--- config.mk ---
export PLATFORM = sky130hd
export DESIGN_NAME = svf_ctrl
export DESIGN_NICKNAME = d
export VERILOG_FILES = /design/src/rtl/svf_pkg.sv /design/src/rtl/svf_ctrl.sv
export SDC_FILE = /design/constraint.sdc
export NUM_CORES = 1
export LEC_CHECK = 0
export ABC_AREA = 1
export BUFFER_PORTS_ARGS = -buffer_cell sky130_fd_sc_hd__buf_2
export CORE_AREA = 4 4 41 43
export DETAILED_ROUTE_END_ITERATION = 10
export DIE_AREA = 0 0 45 47
export HOLD_SLACK_MARGIN = 0.05
export PLACE_DENSITY_LB_ADDON = 0.08
export SYNTH_ARGS = -nofsm -noshare
export SYNTH_HDL_FRONTEND = slang
export SYNTH_SLANG_ARGS = --single-unit
export TNS_END_PERCENT = 30
--- constraint.sdc ---
create_clock -name aclk -period 1.22 [get_ports aclk]
set_input_delay 0.061 -clock aclk [delete_from_list [all_inputs] [get_ports aclk]]
set_output_delay 0.061 -clock aclk [all_outputs]
set_load 0.005 [all_outputs]
--- src/rtl/svf_pkg.sv ---
// Shared constants and controller/datapath types for the state-variable lowpass filter.
package svf_pkg;

    localparam int CHANNELS   = 2;
    localparam int CHAN_W     = 1;
    localparam int SAMPLE_W   = 24;
    localparam int COEF_W     = 24;
    localparam int STATE_W    = 32;
    localparam int CFG_ADDR_W = 1;

    localparam int MUL_A_W = 33;
    localparam int MUL_B_W = 25;
    localparam int MUL_P_W = MUL_A_W + MUL_B_W;

    localparam logic [CFG_ADDR_W-1:0] REG_CUTOFF  = 1'd0;
    localparam logic [CFG_ADDR_W-1:0] REG_DAMPING = 1'd1;

    localparam logic [COEF_W-1:0] CUTOFF_RST  = 24'd1287;
    localparam logic [COEF_W-1:0] DAMPING_RST = 24'd8099193;
    localparam logic [COEF_W-1:0] DAMP_ONE    = 24'd8388608;

    typedef enum logic [1:0] {
        MUL_DIFF_G,
        MUL_LO_D,
        MUL_HI_D,
        MUL_BP_G
    } mul_sel_t;

    typedef struct packed {
        logic     load_in;
        logic     mul_en;
        mul_sel_t mul_sel;
        logic     sum_en;
        logic     lo_en;
        logic     bp_en;
        logic     wr_state;
        logic     out_load;
    } svf_cmd_t;

    typedef struct packed {
        logic chan_ok;
    } svf_status_t;

endpackage

--- src/rtl/svf_ctrl.sv ---
// Controller state machine that sequences one item through the shared multiplier.
module svf_ctrl (
    input  logic                 aclk,
    input  logic                 aresetn,
    input  logic                 s_tvalid,
    output logic                 s_tready,
    output logic                 m_tvalid,
    input  logic                 m_tready,
    input  svf_pkg::svf_status_t status,
    output svf_pkg::svf_cmd_t    cmd
);

    typedef enum logic [3:0] {
        ST_IDLE,
        ST_M1,
        ST_SUM,
        ST_M2,
        ST_M3,
        ST_BP,
        ST_M4,
        ST_LP,
        ST_OUT
    } state_t;

    state_t state_reg, state_next;
    logic   m_tvalid_reg, m_tvalid_next;

    always_comb begin
        state_next = state_reg;
        cmd        = '0;
        cmd.mul_sel = svf_pkg::MUL_DIFF_G;
        unique case (state_reg)
            ST_IDLE: begin
                if (s_tvalid) begin
                    cmd.load_in = 1'b1;
                    state_next  = status.chan_ok ? ST_M1 : ST_OUT;
                end
            end
            ST_M1: begin
                cmd.mul_en  = 1'b1;
                cmd.mul_sel = svf_pkg::MUL_DIFF_G;
                state_next  = ST_SUM;
            end
            ST_SUM: begin
                cmd.sum_en = 1'b1;
                state_next = ST_M2;
            end
            ST_M2: begin
                cmd.mul_en  = 1'b1;
                cmd.mul_sel = svf_pkg::MUL_LO_D;
                state_next  = ST_M3;
            end
            ST_M3: begin
                cmd.mul_en  = 1'b1;
                cmd.mul_sel = svf_pkg::MUL_HI_D;
                cmd.lo_en   = 1'b1;
                state_next  = ST_BP;
            end
            ST_BP: begin
                cmd.bp_en  = 1'b1;
                state_next = ST_M4;
            end
            ST_M4: begin
                cmd.mul_en  = 1'b1;
                cmd.mul_sel = svf_pkg::MUL_BP_G;
                state_next  = ST_LP;
            end
            ST_LP: begin
                cmd.wr_state = 1'b1;
                state_next   = ST_OUT;
            end
            ST_OUT: begin
                if (!m_tvalid_reg || m_tready) begin
                    cmd.out_load = 1'b1;
                    state_next   = ST_IDLE;
                end
            end
            default: begin
                state_next = ST_IDLE;
            end
        endcase
        m_tvalid_next = cmd.out_load | (m_tvalid_reg & ~m_tready);
    end

    always_ff @(posedge aclk) begin
        if (!aresetn) begin
            state_reg    <= ST_IDLE;
            m_tvalid_reg <= 1'b0;
        end else begin
            state_reg    <= state_next;
            m_tvalid_reg <= m_tvalid_next;
        end
    end

    assign s_tready = (state_reg == ST_IDLE);
    assign m_tvalid = m_tvalid_reg;

endmodule

* Word-level counts from Yosys, hierarchy flattened
Cells that the tools add are included. Widths: inputs -> output; s select.
Word-level totals: register bits 5, bits in latches 0, bits in writable memories 0, memory bits (read-only) 0, input bits 5, output and inout port bits 11, word-level logic and storage cells 32, memories kept 0
Operators by class: $add $sub $neg 0, multiply operators 0, div/mod/pow operators 0, magnitude comparators 0, equality and inequality tests 10, shift operators 0, multiplexer cells 13, bitwise gates (word level) 3, reductions and logical operators 4
Operators by type and width (number):
- $pmux 4 s9 | 1
- $eq 4x3->1 const B | 4
- $mux 4 | 3
- $pmux 3 s4 | 1
- $eq 4x2->1 const B | 2
- $mux 1 | 8
- $eq 4x1->1 const B | 1
- $eq 4x4->1 const B | 1
- $logic_not 4->1 | 1
- $ne 2x2->1 const B | 2
- $reduce_and 2->1 | 1
- $and 1x1->1 | 1
- $logic_not 1->1 | 1
- $logic_or 1x1->1 | 1
- $not 1->1 | 1
- $or 1x1->1 | 1

* Depth between registers and ports, before layout
depth in word-level cells 5, mapped depth 6, depth with buffers taken out 6

* Least setup slack after synthesis
Ideal clock, no wire load.
path kind flip-flop to flip-flop, from reg state_reg[0], to reg state_reg[0], library setup time 0.115 ns, arrival time 0.807 ns, data required time 1.105 ns, path slack 0.298 ns, cell stages (with the launch flop) 6, path buffers 0, period minus slack after synthesis 0.922 ns, cells stage by stage dfxtp_1 > inv_1 > nand2_2 > nand3_2 > nand2_1 > nor2_2
Between the ends: longest elaborated chain between the ends 3, elaborated cells on any way between the ends 13, those cells by class 10 x eq/ne; 1 x mux; 2 x reduce/logical
Ends and longest elaborated chain:
- start: declaration | RTL line svf_ctrl.sv:25 | state_t state_reg, state_next;
- start signal: assignment | RTL line svf_ctrl.sv:90 | state_reg <= state_next;
- $eq 4x4->1 / $logic_not 4->1 (equally long branches) | RTL line svf_ctrl.sv:32 | unique case (state_reg)
- $ne 2x2->1 (no source line)
- $reduce_and 2->1 (no source line)
Parallel ways exist; a longest one is shown, timed or not. A chain may end at the register's enable or synchronous reset.

==> results.txt <==
Outcome = finished clean
Inserted Clock Buffers = 3
FP Rows = 13
Synth Area per Inst = 6.41 um^2
Hold Crit Start = aresetn
Final Hold Fails = 0
Number of synthesized flops with an enable pin = 0
Drt pass-1 iters = 2
Post-synth top cells = inv_1, nand2_1, nor2_1, dfxtp_1, nor2_4
FF+latch count, synth = 5
Placed inst area = 453 um^2
Area Growth Syn to Fin = 44.6%
CTS Sinks = 5
H-tree levels = 1
# Max-Cap Violations = 0
Setup TNS = 0 ns
DRC errors left = 0
Avg WL per Cell = 9.09 um
PwrDens = 1050 mW/mm^2
Nature of the critical path endpoint = primary output
Worst slack, placed = 0.210 ns
Initial antenna violation count = 0
Worst clock skew = 0.00231 ns
Yosys cell types = 16
Top cells by area, synth = dfxtp_1, inv_1, nor2_4
Most frequent cell after synthesis = inv_1
Clk pin slew, worst setup/hold paths = 0.04 ns
Floorplan Core Area = 0.00130 mm^2
Die Y = 47 um
Dominant synthesized flop cell = dfxtp_1
Element type at the critical path start = flip-flop
Die ar. = 0.00212 mm^2
Max Clk Rate = 844 MHz
VDD IR max = 605 uV
Post-synthesis sequential area ratio = 0.279
CTS Buffer Depth = 2
Critical Path AT = 1.12 ns
Synthesis Warnings = 0
Routability Congestion = 0.707
Cells after Synth = 56
Root buffer selected by CTS = clkbuf_4
Worst R2R Start = state_reg[3]
Share of the synthesized area in the top cell type = 0.279
Hold Path Class = input pin to flip-flop
IO Pins = 16
Worst setup startpoint = state_reg[3]
Final Util = 0.399
CP Max Fanout = 5
Period utilisation layout = 0.971
Max Transition Viols Final = 0
First-pass GRT wire length = 1390 um
Port-buffer cells = 15
RSZ-0062 raised after global routing = yes
Routed WL = 845 um
Detail Placement HPWL = 670 um
GRT overflow = 0
Syn Nets = 61
Largest net degree at the start of global routing = 8
Largest register FFs = 4
Ys async rst share = 0
Nets = 84
Synth area leader = dfxtp_1
Relative slew slack = 0.890
Setup ws final = 0.0358 ns
CTS tree = built
DIE WIDTH = 45 um
Starting DRC count in detailed routing = 1
Final setup fails = 0
Share of layout cells above drive strength 1 = 0.500
Synth Cell Area = 359 um^2
Worst-margin pin slew = 0.165 ns
Tmin final = 1.18 ns
Vias per cell = 3.99
Critical Path RT = 1.16 ns
Vias in the first global route = 346
Fin area = 519 um^2
Final ANT Viol Nets = 0
Initial Util = 0.276
Fin Hold WS = 0.123 ns
Leakage = 0.322 nW
GRT Total Usage = 0.0910
Antenna cell count = 0
Worst skew pair latency = 0.24 ns
Worst setup path class = flip-flop to primary output
Vias = 371
==> power by group <==
| group | leakage (nW) | total (W) | switching [W] | internal, W |
|---|---|---|---|---|
| Combinational | 0.264 | 0.000163 | 0.0000882 | 0.0000749 |
| Clock | 0.0150 | 0.000184 | 0.0000610 | 0.000123 |
| Sequential | 0.0428 | 0.000198 | 0.0000210 | 0.000177 |
==> final timing paths <==
check / to / slack (ns) / depth (start not counted)
max: cmd[5] / 0.04 / 5
min: state_reg[1] / 0.12 / 3
min reg2reg: m_tvalid / 0.51 / 2
max reg2reg: state_reg[3] / 0.19 / 5
==> cell families after synthesis <==
kind of cell | share of synthesized area
AND/OR/NAND/NOR | 0.460
AO/OA/AOI/OAI | 0.105
flip-flops | 0.279
buffers and inverters | 0.157
==> area by class of cell <==
class	count	area, um^2
Fill cell	154	782
Multi-Input combinational cell	36	213
Sequential cell	5	108
Timing Repair Buffer	18	97.6
Inverter	15	56.3
Clock buffer	4	26.3
Tap cell	15	18.8
==> metrics by stage <==
step | power, W | cells
3_5_place_dp | 0.000346 | 86
4_1_cts | 0.000550 | 92
5_1_grt | 0.000590 | 93
3_3_place_gp | 0.000349 | 86
6_report | 0.000546 | 93
2_1_floorplan | 0.000298 | 56
==> metal layers <==
metal	up-vias	wire length [um]	part of all wire	global-route usage
li1	213	-	-	-
met1	148	385	0.46	0.121
met2	10	384	0.45	0.130
met3	0	76	0.090	0.0153
met4	0	0	0	0.0702
met5	-	0	0	0
==> layout by cell type (no fill, tap or decap) <==
master and n:
a21oi_1 3, a31oi_1 1, buf_2 15, buf_4 3
clkbuf_1 1, clkbuf_4 3, dfxtp_1 1, dfxtp_2 3
dfxtp_4 1, inv_1 12, inv_2 3, nand2_1 8
nand2_2 2, nand3_1 3, nand3_2 2, nor2_1 7
nor2_2 1, nor2_4 4, nor3_2 2, o21ai_0 1
o21ai_1 1, o22ai_1 1
==> critical path, stage by stage (launching register included) <==
cell	delay (ns)
dfxtp_2	0.35
nor2_4	0.17
buf_4	0.14
nand2_1	0.06
nand2_1	0.06
buf_2	0.10
==> repair_timing <==
item	in CTS	in global routing
hold buffers	0	0
pin swaps	3	3
resized for setup	3	5
endpoints found under the setup margin	3	7
setup buffers	2	1
Note: power is estimated with default switching activity, not from simulation.
